**src/design/crsb_pkg.sv**
```systemverilog
// ----------------------------------------------------------------------------
// crsb_pkg: shared types and constants of the chunked ring stream buffer
// Field widths, action and result codes, register indexes, sequencer states,
// word types.
// ----------------------------------------------------------------------------
package crsb_pkg;

	localparam int LEN_W     = 21;
	localparam int OFS_W     = 20;
	localparam int ADDR_W    = 19;
	localparam int SUM_W     = 22;
	localparam int IL_W      = 16;
	localparam int MASK_W    = 24;
	localparam int CH_W      = 5;
	localparam int NCH_W     = 5;
	localparam int KIND_W    = 2;
	localparam int PADDR_W   = 5;
	localparam int PDATA_W   = 32;
	localparam int REG_IDX_W = 3;

	localparam int MIN_RING_BYTES = 16;

	localparam logic ACT_FEED  = 1'b0;
	localparam logic ACT_CHUNK = 1'b1;

	localparam logic [KIND_W-1:0] KIND_FEED     = 2'd0;
	localparam logic [KIND_W-1:0] KIND_LOOP     = 2'd1;
	localparam logic [KIND_W-1:0] KIND_UNDERRUN = 2'd2;

	localparam logic [REG_IDX_W-1:0] REG_BUFFER_BYTES     = 3'd0;
	localparam logic [REG_IDX_W-1:0] REG_INTERLEAVE_BYTES = 3'd1;
	localparam logic [REG_IDX_W-1:0] REG_CHANNEL_ENABLE   = 3'd2;
	localparam logic [REG_IDX_W-1:0] REG_REFILL_LEVEL     = 3'd3;
	localparam logic [REG_IDX_W-1:0] REG_TARGET_BASE      = 3'd4;

	localparam logic [LEN_W-1:0]  RST_BUFFER_BYTES     = 21'd65536;
	localparam logic [IL_W-1:0]   RST_INTERLEAVE_BYTES = 16'd2048;
	localparam logic [MASK_W-1:0] RST_CHANNEL_ENABLE   = 24'd3;
	localparam logic [LEN_W-1:0]  RST_REFILL_LEVEL     = 21'd16384;
	localparam logic [ADDR_W-1:0] RST_TARGET_BASE      = 19'd4112;

	typedef enum logic [3:0] {
		ST_IDLE,
		ST_FEED_WRAP,
		ST_FEED_OUT,
		ST_COUNT,
		ST_MUL,
		ST_CHECK,
		ST_UNDER,
		ST_DRAIN_WRAP,
		ST_EMIT
	} seq_state_t;

	typedef struct packed {
		logic             action;
		logic [LEN_W-1:0] feed_length;
	} in_word_t;

	typedef struct packed {
		logic [KIND_W-1:0] kind;
		logic [CH_W-1:0]   channel;
		logic [ADDR_W-1:0] loop_address;
		logic [ADDR_W-1:0] upload_address;
		logic [OFS_W-1:0]  read_offset;
		logic [OFS_W-1:0]  write_offset;
		logic [LEN_W-1:0]  accepted_length;
		logic [LEN_W-1:0]  free_contiguous;
		logic [LEN_W-1:0]  free_total;
		logic [LEN_W-1:0]  fill_bytes;
		logic              refill_request;
		logic              last;
	} out_word_t;

endpackage

```
**src/design/crsb_wrap.sv**
```systemverilog
// ----------------------------------------------------------------------------
// crsb_wrap: iterative ring offset wrap
// Restoring remainder of offset + length by the ring size, one bit a cycle.
// ----------------------------------------------------------------------------
module crsb_wrap (
	input  logic                        clk,
	input  logic                        arst_n,
	input  logic                        start,
	input  logic [crsb_pkg::SUM_W-1:0]  dividend,
	input  logic [crsb_pkg::LEN_W-1:0]  divisor,
	output logic                        done,
	output logic [crsb_pkg::LEN_W-1:0]  remainder
);
	import crsb_pkg::*;

	localparam int CNT_W = $clog2(SUM_W + 1);

	logic [SUM_W-1:0] dvd_q;
	logic [LEN_W-1:0] rem_q;
	logic [CNT_W-1:0] cnt_q;
	logic             busy_q;
	logic             done_q;
	logic [LEN_W:0]   trial;
	logic [LEN_W:0]   diff;

	assign trial = {rem_q, dvd_q[SUM_W-1]};
	assign diff  = trial - {1'b0, divisor};

	always_ff @(posedge clk or negedge arst_n) begin
		if (!arst_n) begin
			busy_q <= 1'b0;
			done_q <= 1'b0;
			cnt_q  <= '0;
		end else begin
			done_q <= 1'b0;
			if (start) begin
				busy_q <= 1'b1;
				cnt_q  <= CNT_W'(SUM_W);
			end else if (busy_q) begin
				cnt_q <= cnt_q - CNT_W'(1);
				if (cnt_q == CNT_W'(1)) begin
					busy_q <= 1'b0;
					done_q <= 1'b1;
				end
			end
		end
	end

	// remainder stays below the divisor, so it fits the divisor width
	always_ff @(posedge clk) begin
		if (start) begin
			dvd_q <= dividend;
			rem_q <= '0;
		end else if (busy_q) begin
			dvd_q <= {dvd_q[SUM_W-2:0], 1'b0};
			if (trial >= {1'b0, divisor}) begin
				rem_q <= diff[LEN_W-1:0];
			end else begin
				rem_q <= trial[LEN_W-1:0];
			end
		end
	end

	assign done      = done_q;
	assign remainder = rem_q;

endmodule

```
**src/design/chunked_ring_stream_buffer.sv**
```systemverilog
// ----------------------------------------------------------------------------
// chunked_ring_stream_buffer: byte ring bookkeeping for a chunked audio stream
// Feed words advance the write offset, chunk requests drain one chunk and
// emit one loop entry per enabled channel, or one underrun result instead.
// ----------------------------------------------------------------------------
// A feed word is accepted, then the bit-serial wrap unit reduces the new write
// offset modulo the ring size and hands over the remainder, then the report
// goes out. A chunk request counts enabled channels (one mask bit a cycle), does
// the chunk multiply and the underrun check, runs the same wrap unit for the
// read offset, then scans one channel slot per cycle up to the last enabled
// channel (at most 24 slots; a stalled entry holds the scan), one entry per
// enabled channel. A stalled result register holds the sequencer in the report
// or entry cycle until the slot frees up.
// An underrun answers after the check with one result and leaves state as is.
// The block takes one word at a time; a finished result waits in the output
// register while the next word is accepted. Configuration must be written
// through the APB port only while the block is idle; the block does not enforce it.
module chunked_ring_stream_buffer #(
	parameter int MAX_RING_BYTES = 1048576,
	parameter int NUM_VOICES     = 24
) (
	input  logic                          clk,
	input  logic                          arst_n,
	input  logic                          psel,
	input  logic                          penable,
	input  logic                          pwrite,
	input  logic [crsb_pkg::PADDR_W-1:0]  paddr,
	input  logic [crsb_pkg::PDATA_W-1:0]  pwdata,
	output logic [crsb_pkg::PDATA_W-1:0]  prdata,
	output logic                          pready,
	input  logic                          req_valid,
	output logic                          req_ready,
	input  crsb_pkg::in_word_t            req_data,
	output logic                          res_valid,
	input  logic                          res_ready,
	output crsb_pkg::out_word_t           res_data
);
	import crsb_pkg::*;

	localparam int LEN_MAX  = (1 << LEN_W) - 1;
	localparam int SIZE_MAX = (MAX_RING_BYTES < LEN_MAX) ? MAX_RING_BYTES : LEN_MAX;
	localparam int POS_W    = $clog2(SIZE_MAX);
	localparam logic [MASK_W-1:0] VOICE_MASK = (NUM_VOICES >= MASK_W) ?
		{MASK_W{1'b1}} : MASK_W'((64'd1 << NUM_VOICES) - 64'd1);

	// configuration
	logic [LEN_W-1:0]  buffer_bytes_q;
	logic [IL_W-1:0]   interleave_q;
	logic [MASK_W-1:0] channel_enable_q;
	logic [LEN_W-1:0]  refill_level_q;
	logic [ADDR_W-1:0] target_base_q;
	logic              cfg_wr;
	logic [REG_IDX_W-1:0] cfg_idx;

	// ring state
	logic [POS_W-1:0] wr_pos_q;
	logic [POS_W-1:0] rd_pos_q;
	logic [LEN_W-1:0] fill_q;
	logic             half_q;
	logic             refill_sent_q;

	// sequencer
	seq_state_t        state_q, state_d;
	logic [CH_W-1:0]   idx_q;
	logic [NCH_W-1:0]  nch_q;
	logic [MASK_W-1:0] mask_q;
	logic [LEN_W-1:0]  acc_q;
	logic [LEN_W-1:0]  chunk_q;
	logic [ADDR_W-1:0] addr_q;
	logic [ADDR_W-1:0] offset_q;
	logic [POS_W-1:0]  start_q;
	logic              req_q;

	logic              res_valid_q;
	out_word_t         res_data_q;

	// combinational
	logic [LEN_W-1:0]  size_w;
	logic [LEN_W-1:0]  ft_w;
	logic [LEN_W-1:0]  fc_raw;
	logic [LEN_W-1:0]  fc_w;
	logic [LEN_W-1:0]  acc_w;
	logic [LEN_W-1:0]  fill_feed_w;
	logic [LEN_W-1:0]  fill_drain_w;
	logic              underrun_w;
	logic              slot_free;
	logic              ch_hit;
	logic              accept;
	logic              wrap_start;
	logic              load_out;
	logic [SUM_W-1:0]  wrap_dvd;
	logic              wrap_done;
	logic [LEN_W-1:0]  wrap_rem;
	out_word_t         out_w;

	// ---------------- configuration port ----------------
	assign pready  = 1'b1;
	assign cfg_idx = paddr[REG_IDX_W+1:2];
	assign cfg_wr  = psel & penable & pwrite;

	always_ff @(posedge clk or negedge arst_n) begin
		if (!arst_n) begin
			buffer_bytes_q   <= RST_BUFFER_BYTES;
			interleave_q     <= RST_INTERLEAVE_BYTES;
			channel_enable_q <= RST_CHANNEL_ENABLE;
			refill_level_q   <= RST_REFILL_LEVEL;
			target_base_q    <= RST_TARGET_BASE;
		end else if (cfg_wr) begin
			case (cfg_idx)
				REG_BUFFER_BYTES:     buffer_bytes_q   <= pwdata[LEN_W-1:0];
				REG_INTERLEAVE_BYTES: interleave_q     <= pwdata[IL_W-1:0];
				REG_CHANNEL_ENABLE:   channel_enable_q <= pwdata[MASK_W-1:0];
				REG_REFILL_LEVEL:     refill_level_q   <= pwdata[LEN_W-1:0];
				REG_TARGET_BASE:      target_base_q    <= pwdata[ADDR_W-1:0];
				default: ;
			endcase
		end
	end

	always_comb begin
		case (cfg_idx)
			REG_BUFFER_BYTES:     prdata = PDATA_W'(buffer_bytes_q);
			REG_INTERLEAVE_BYTES: prdata = PDATA_W'(interleave_q);
			REG_CHANNEL_ENABLE:   prdata = PDATA_W'(channel_enable_q);
			REG_REFILL_LEVEL:     prdata = PDATA_W'(refill_level_q);
			REG_TARGET_BASE:      prdata = PDATA_W'(target_base_q);
			default:              prdata = '0;
		endcase
	end

	// ---------------- ring arithmetic ----------------
	always_comb begin
		if (buffer_bytes_q < LEN_W'(MIN_RING_BYTES)) begin
			size_w = LEN_W'(MIN_RING_BYTES);
		end else if (32'(buffer_bytes_q) > 32'(SIZE_MAX)) begin
			size_w = LEN_W'(SIZE_MAX);
		end else begin
			size_w = buffer_bytes_q;
		end
	end

	assign ft_w   = (fill_q < size_w) ? size_w - fill_q : '0;
	assign fc_raw = (LEN_W'(wr_pos_q) < size_w) ? size_w - LEN_W'(wr_pos_q) : '0;
	assign fc_w   = (fc_raw > ft_w) ? ft_w : fc_raw;

	assign acc_w        = (req_data.feed_length > ft_w) ? ft_w : req_data.feed_length;
	assign fill_feed_w  = fill_q + acc_w;
	assign fill_drain_w = fill_q - chunk_q;
	assign underrun_w   = (nch_q == '0) || (fill_q < chunk_q);

	assign slot_free = !res_valid_q || res_ready;
	assign ch_hit    = mask_q[idx_q];

	assign wrap_dvd = (state_q == ST_IDLE) ?
		SUM_W'(wr_pos_q) + SUM_W'(acc_w) : SUM_W'(rd_pos_q) + SUM_W'(chunk_q);

	crsb_wrap u_wrap (
		.clk       (clk),
		.arst_n    (arst_n),
		.start     (wrap_start),
		.dividend  (wrap_dvd),
		.divisor   (size_w),
		.done      (wrap_done),
		.remainder (wrap_rem)
	);

	// ---------------- sequencer ----------------
	always_comb begin
		state_d = state_q;
		case (state_q)
			ST_IDLE: begin
				if (req_valid) begin
					state_d = (req_data.action == ACT_CHUNK) ? ST_COUNT : ST_FEED_WRAP;
				end
			end
			ST_FEED_WRAP: begin
				if (wrap_done) state_d = ST_FEED_OUT;
			end
			ST_FEED_OUT: begin
				if (slot_free) state_d = ST_IDLE;
			end
			ST_COUNT: begin
				if (idx_q == CH_W'(MASK_W - 1)) state_d = ST_MUL;
			end
			ST_MUL: begin
				state_d = ST_CHECK;
			end
			ST_CHECK: begin
				state_d = underrun_w ? ST_UNDER : ST_DRAIN_WRAP;
			end
			ST_UNDER: begin
				if (slot_free) state_d = ST_IDLE;
			end
			ST_DRAIN_WRAP: begin
				if (wrap_done) state_d = ST_EMIT;
			end
			ST_EMIT: begin
				if (ch_hit && slot_free && nch_q == NCH_W'(1)) state_d = ST_IDLE;
			end
			default: state_d = ST_IDLE;
		endcase
	end

	always_comb begin
		req_ready  = 1'b0;
		wrap_start = 1'b0;
		load_out   = 1'b0;
		case (state_q)
			ST_IDLE: begin
				req_ready  = 1'b1;
				wrap_start = req_valid && (req_data.action == ACT_FEED);
			end
			ST_CHECK:    wrap_start = !underrun_w;
			ST_FEED_OUT: load_out   = slot_free;
			ST_UNDER:    load_out   = slot_free;
			ST_EMIT:     load_out   = slot_free && ch_hit;
			default: ;
		endcase
	end

	assign accept = req_valid && req_ready;

	always_ff @(posedge clk or negedge arst_n) begin
		if (!arst_n) begin
			state_q       <= ST_IDLE;
			wr_pos_q      <= '0;
			rd_pos_q      <= '0;
			fill_q        <= '0;
			half_q        <= 1'b0;
			refill_sent_q <= 1'b0;
			idx_q         <= '0;
			nch_q         <= '0;
			req_q         <= 1'b0;
		end else begin
			state_q <= state_d;
			case (state_q)
				ST_IDLE: begin
					idx_q <= '0;
					nch_q <= '0;
					if (accept && req_data.action == ACT_FEED) begin
						fill_q <= fill_feed_w;
						if (fill_feed_w > refill_level_q) refill_sent_q <= 1'b0;
					end
				end
				ST_FEED_WRAP: begin
					if (wrap_done) wr_pos_q <= POS_W'(wrap_rem);
				end
				ST_COUNT: begin
					nch_q <= nch_q + NCH_W'(ch_hit);
					idx_q <= idx_q + CH_W'(1);
				end
				ST_CHECK: begin
					if (!underrun_w) begin
						half_q <= ~half_q;
						fill_q <= fill_drain_w;
						if (fill_drain_w <= refill_level_q && !refill_sent_q) begin
							req_q         <= 1'b1;
							refill_sent_q <= 1'b1;
						end else begin
							req_q <= 1'b0;
						end
					end
				end
				ST_DRAIN_WRAP: begin
					idx_q <= '0;
					if (wrap_done) rd_pos_q <= POS_W'(wrap_rem);
				end
				ST_EMIT: begin
					if (!ch_hit) begin
						idx_q <= idx_q + CH_W'(1);
					end else if (slot_free) begin
						idx_q <= idx_q + CH_W'(1);
						nch_q <= nch_q - NCH_W'(1);
					end
				end
				default: ;
			endcase
		end
	end

	// word payload, no reset needed
	always_ff @(posedge clk) begin
		if (accept) begin
			acc_q  <= acc_w;
			mask_q <= channel_enable_q & VOICE_MASK;
		end
		if (state_q == ST_MUL) begin
			chunk_q <= LEN_W'(LEN_W'(interleave_q) * LEN_W'(nch_q));
		end
		if (state_q == ST_CHECK) begin
			start_q  <= rd_pos_q;
			offset_q <= '0;
			// half toggles at this edge, so the new half picks the area
			addr_q   <= target_base_q + (half_q ? '0 : ADDR_W'(chunk_q));
		end
		if (state_q == ST_EMIT && ch_hit && slot_free) begin
			offset_q <= offset_q + ADDR_W'(interleave_q);
		end
	end

	// ---------------- result word ----------------
	always_comb begin
		out_w                 = '0;
		out_w.kind            = KIND_FEED;
		out_w.read_offset     = OFS_W'(rd_pos_q);
		out_w.write_offset    = OFS_W'(wr_pos_q);
		out_w.free_contiguous = fc_w;
		out_w.free_total      = ft_w;
		out_w.fill_bytes      = fill_q;
		out_w.last            = 1'b1;
		case (state_q)
			ST_FEED_OUT: out_w.accepted_length = acc_q;
			ST_UNDER:    out_w.kind = KIND_UNDERRUN;
			ST_EMIT: begin
				out_w.kind           = KIND_LOOP;
				out_w.channel        = idx_q;
				out_w.loop_address   = addr_q + offset_q;
				out_w.upload_address = addr_q;
				out_w.read_offset    = OFS_W'(start_q);
				out_w.refill_request = req_q;
				out_w.last           = (nch_q == NCH_W'(1));
			end
			default: ;
		endcase
	end

	always_ff @(posedge clk or negedge arst_n) begin
		if (!arst_n) begin
			res_valid_q <= 1'b0;
		end else if (load_out) begin
			res_valid_q <= 1'b1;
		end else if (res_ready) begin
			res_valid_q <= 1'b0;
		end
	end

	always_ff @(posedge clk) begin
		if (load_out) res_data_q <= out_w;
	end

	assign res_valid = res_valid_q;
	assign res_data  = res_data_q;

endmodule

```
**config.mk**
```make
export PLATFORM = sky130hd
export DESIGN_NAME = chunked_ring_stream_buffer
export DESIGN_NICKNAME = d
export VERILOG_FILES = /design/src/design/crsb_pkg.sv /design/src/design/crsb_wrap.sv /design/src/design/chunked_ring_stream_buffer.sv
export SDC_FILE = /design/constraint.sdc
export NUM_CORES = 1
export LEC_CHECK = 0
export BUFFER_PORTS_ARGS = -buffer_cell sky130_fd_sc_hd__buf_4
export CORE_MARGIN = 2
export CORE_UTILIZATION = 50
export DETAILED_ROUTE_END_ITERATION = 10
export GPL_TIMING_DRIVEN = 0
export PLACE_DENSITY = 0.69
export SYNTH_ARGS = -nofsm -noshare
export SYNTH_HDL_FRONTEND = slang
export SYNTH_SLANG_ARGS = --single-unit
```
**constraint.sdc**
```tcl
create_clock -name clk -period 10.46 [get_ports clk]
set_input_delay 0.523 -clock clk [delete_from_list [all_inputs] [get_ports clk]]
set_output_delay 0.523 -clock clk [all_outputs]
set_load 0.01 [all_outputs]
```
==> flow_results.org <==
** Cells and area
- The post-route netlist has 15.3% of its cells at a drive strength greater than 1.
- After routing the design area is 39800 µm².
- Summing all flip-flop and latch instances after layout gives 14600 µm².
- Net count of the finished layout :: 4217
- From synthesis to final layout, the design area changed by 15.2%.
- Multi-input logic area :: 18700 µm²
- The layout has 5974 filler cells.
- Non-Filler Instances :: 4715

** Placement
- The number of placed instances, taps included, is 4602.
- Buffers placed on the I/O ports in this run total 249.
- Area after DPL :: 37700 µm²
- The congestion estimate from routability-driven global placement came to 0.967.
- DPL Wire Length :: 84600 µm
- Pre-CTS WS :: -1.29 ns

** Die
- Vert. Die Dim :: 267 µm
- Pin placement for this block handled 272 I/O pins.
- Width of the die :: 267 µm
- Number of cell rows :: 96
- Die area :: 71200 µm²
- The total area inside the core boundary comes to 68500 µm².
- Once the floorplan was initialized, standard cells occupied 50.4% of the core.

** Detailed routing
- Vias after detailed routing :: 27489
- Number of search-and-repair iterations in the first detailed-routing pass :: 5
- DR DRC count :: 0
- For this block, the initial DRC count from the detailed router was 2731.
- Detailed-route wire length :: 107000 µm
- After detailed routing, the number of vias per cell comes to 5.83.
- Once detail routing completed, the nets flagged for antenna violations numbered 0.
- Avg WL per Cell :: 22.6 µm

** Worst setup path
- For the worst setup path, the data required time is 10.98 ns.
- For the worst flop-to-flop path, the logic depth is 41.
- Cell family contributing the most delay on the critical path :: compound AO/OA/AOI/OAI gates
- Among all stages on the critical path, the largest delay is contributed by o21ai_1.
- The setup check on the worst reg-to-reg path leaves a slack of 0.32 ns.
- STA classifies the critical path endpoint as a flop.
- At the worst endpoint, the arrival time is 10.67 ns.
- Maximum fanout along the worst path :: 10
- Max incr delay on CP :: 0.68 ns
- The critical path runs through a total of 41 cells.
- The critical path in this run is classified as reg2reg.
- Dominant cell type by count on the critical path :: nand2_1
- Capture point of the worst path :: refill_sent_q
- Number of buffers and inverters on the critical path :: 4
- Startpoint type of the worst setup path :: flop
- The endpoint identified for the worst register-to-register timing path is refill_sent_q.
- The startpoint identified for the worst register-to-register timing path is buffer_bytes_q[17].
- Tracing the worst setup path back leads to its startpoint at buffer_bytes_q[17].

** STA
- For the pin with the worst max-slew slack, the measured transition is 1.38 ns.
- Worst clock skew :: 0.0302 ns
- Final worst-path cycle share :: 97.0%
- Final number of max-transition violations :: 0
- Setup violations remaining at the end of the flow were counted as 0.
- Shortest clock period the worst path allows after layout :: 10.14 ns
- After routing, the total negative slack on setup checks comes to 0 ns.
- Measured against its own limit, the worst slew margin works out to 7.50%.
- Static timing analysis puts the maximum clock frequency at 0.0986 GHz.
- The final count of hold timing violations is 0.
- Setup slack closes at 0.319 ns.

** Synthesis
- Count of state elements after synthesis :: 525
- For this run, the register share of the synthesized area comes to 42.4%.
- Yosys warnings :: 0
- Mapped Area :: 34500 µm²
- Area share of the largest cell type after synthesis :: 27.6%
- The synthesized design spends more area on one cell type than any other, namely edfxtp_1.
- The cell count after synthesis came out at 3455.
- In the synthesized netlist the dominant register cell turns out to be edfxtp_1.
- By area the synthesized netlist is led by edfxtp_1 28%, dfrtp_1 13%, ha_1 11%, nand2_1 4.2%, mux2_2 4.0%.
- Synthesized area divided by synthesized cell count :: 9.99 µm²
- The netlist uses 89 different library cells.
- Proportion of synthesized flip-flops having asynchronous set or reset :: 35.6%
- Number of enable flip-flop cells after synthesis :: 317

** Global route
- First-pass GRT wire length :: 157000 µm
- Global routing consumed, on the met1 layer, 41.7% of the routing resources.
- The initial antenna violation count is 2.
- Entering global routing, the biggest net connects 101 pins.
- Global routing finished with a remaining overflow of 0.
- Met3 Track Usage GR :: 4.23%
- Via count of the first global-routing pass :: 25881
- Aggregate global-route resource usage :: 29.5%
- Met2 Usage GRT :: 44.8%
- After global routing, the most crowded layer is met2.

** Clocking
- Clock transition time at the flip-flop clock pins of the worst setup and hold paths :: 0.06 ns
- In this run, CTS created clock tree buffers numbering 56.
- The tree is rooted in a clkbuf_16.
- The later pin in the worst-skew pair is clocked with a latency of 0.64 ns.
- In this run the number of H-tree levels came out at 2.
- Number of sinks handled by clock tree synthesis :: 525
- TritonCTS built the clock tree.
- The clock passes through at most 3 buffers.

** Power
- Total power per unit cell area :: 340 nW/µm²
- Largest voltage drop on the vdd net :: 199 µV
- The analysis attributes to cell leakage a power of 17.7 nW.

** Run
- The tool flagged a number of max-cap violations equal to 0.

** Outcome
- Result of the run :: finished, final reports clean

** Min path
- The worst hold path belongs to the class in2reg.
## cells in the mapped netlist, types with 18 or more instances
cell type,instances
nand3_1,69
or3_1,23
o21ai_0,222
a211oi_1,28
xor2_1,54
nand2_1,389
o21bai_1,22
mux2i_1,45
and3_1,23
nor3_1,88
a21o_1,68
nand4_1,31
a31oi_1,28
o211ai_1,21
dfrtp_1,180
nor2b_1,50
a221o_1,18
inv_1,232
edfxtp_1,317
fa_1,52
nor2_1,260
a21oi_1,173
o21a_1,34
and2_1,103
ha_1,315
clkbuf_1,88
nand2b_1,25
mux2_2,123
dfxtp_1,21
xnor2_1,110
## flip-flops by register name (all words and copies together) (netlist names), 20 cells and up
signal	flops
res_data	171
channel_enable_q	24
mask_q	24
u_wrap.dvd_q	22
acc_q	21
buffer_bytes_q	21
chunk_q	21
fill_q	21
refill_level_q	21
u_wrap.remainder	21
rd_pos_q	20
start_q	20
wr_pos_q	20
## routing by layer
| layer | vias up | routed length, µm |
|---|---|---|
| met4 | 4 | 5540 |
| met2 | 1004 | 46900 |
| met3 | 198 | 7360 |
| met5 | - | 26 |
| met1 | 13202 | 46800 |
| li1 | 13081 | - |
## power by group
part,internal [mW],total (mW),switching (mW)
logic,3.19,7.93,4.74
registers,3.07,3.62,0.549
clock network,1.12,1.98,0.864
total,7.38,13.5,6.15
## layout make-up
type / instances / share of cell area (%)
Clock inverter: 20 / 0.459
Inverter: 232 / 2.20
Clock buffer: 85 / 4.14
Antenna cell: 2 / 0.0126
Buffer: 118 / 1.31
Multi-Input combinational cell: 2586 / 47.0
Tap cell: 882 / 2.77
Timing Repair Buffer: 265 / 5.33
Sequential cell: 525 / 36.8
## cell usage in the layout (no fill, tap or decap), types with 50 or more instances in the layout
cell       count
edfxtp_1     317
a21oi_1      170
nor2b_1       50
dfrtp_1      180
fa_1          52
nor2_1       259
nand2_1      384
buf_4        265
mux2_2       123
ha_1         314
clkbuf_16     59
and2_1       102
a21o_1        67
xor2_1        54
o21ai_0      210
xnor2_1      109
nand3_1       69
clkbuf_1     100
inv_1        230
nor3_1        86
## stage by stage
| stage | util, % | total power [mW] | hold WS (ns) |
|---|---|---|---|
| detailed placement | 55.1 | 11.3 | 0.465 |
| CTS | 57.9 | 13.4 | 0.0874 |
| floorplan | - | 8.86 | 0.227 |
| finish | 58.1 | 13.5 | 0.121 |
| global route | 58.1 | 14.5 | 0.113 |
| global placement | 54.8 | 11.2 | 0.462 |
## logic make-up (layout without fill, tap and decap cells)
family	after synthesis	count (layout)	share of synthesized area, %
flip-flops	525	525	42.4
buffers and inverters	351	720	4.01
AO/OA/AOI/OAI	746	746	13.9
multiplexers	176	176	5.81
AND/OR/NAND/NOR	1124	1124	15.3
XOR/XNOR	164	164	4.16
adder cells (fa/ha/maj)	367	367	14.4
other	2	11	0.0218
## timing repair
item                                    in CTS  in global routing
pin swaps                                    2                  5
gates resized for setup                     25                 31
endpoints found under the hold margin       84                  0
buffers inserted                             3                  3
endpoints found under the setup margin       3                  1
hold buffers                                 1                  0
## worst min-delay path: cells and delay by family
| kind | cells | cell delay [ns] |
|---|---|---|
| AO/OA/AOI/OAI | 1 | 0.06 |
| buffers and inverters | 1 | 0.10 |
| AND/OR/NAND/NOR | 1 | 0.04 |
## worst min path at each step
stage	endpoint	start	slack, ns	depth (start not counted)
final	buffer_bytes_q[20]	pwdata[20]	0.12	3
after detailed placement	mask_q[9]	channel_enable_q[9]	0.47	0
after global routing	channel_enable_q[22]	pwdata[22]	0.11	2
after floorplan	buffer_bytes_q[0]	arst_n	0.23	0
after CTS	channel_enable_q[22]	pwdata[22]	0.09	2
after global placement	mask_q[10]	channel_enable_q[10]	0.46	0
Note: power is estimated with default switching activity, not from simulation.
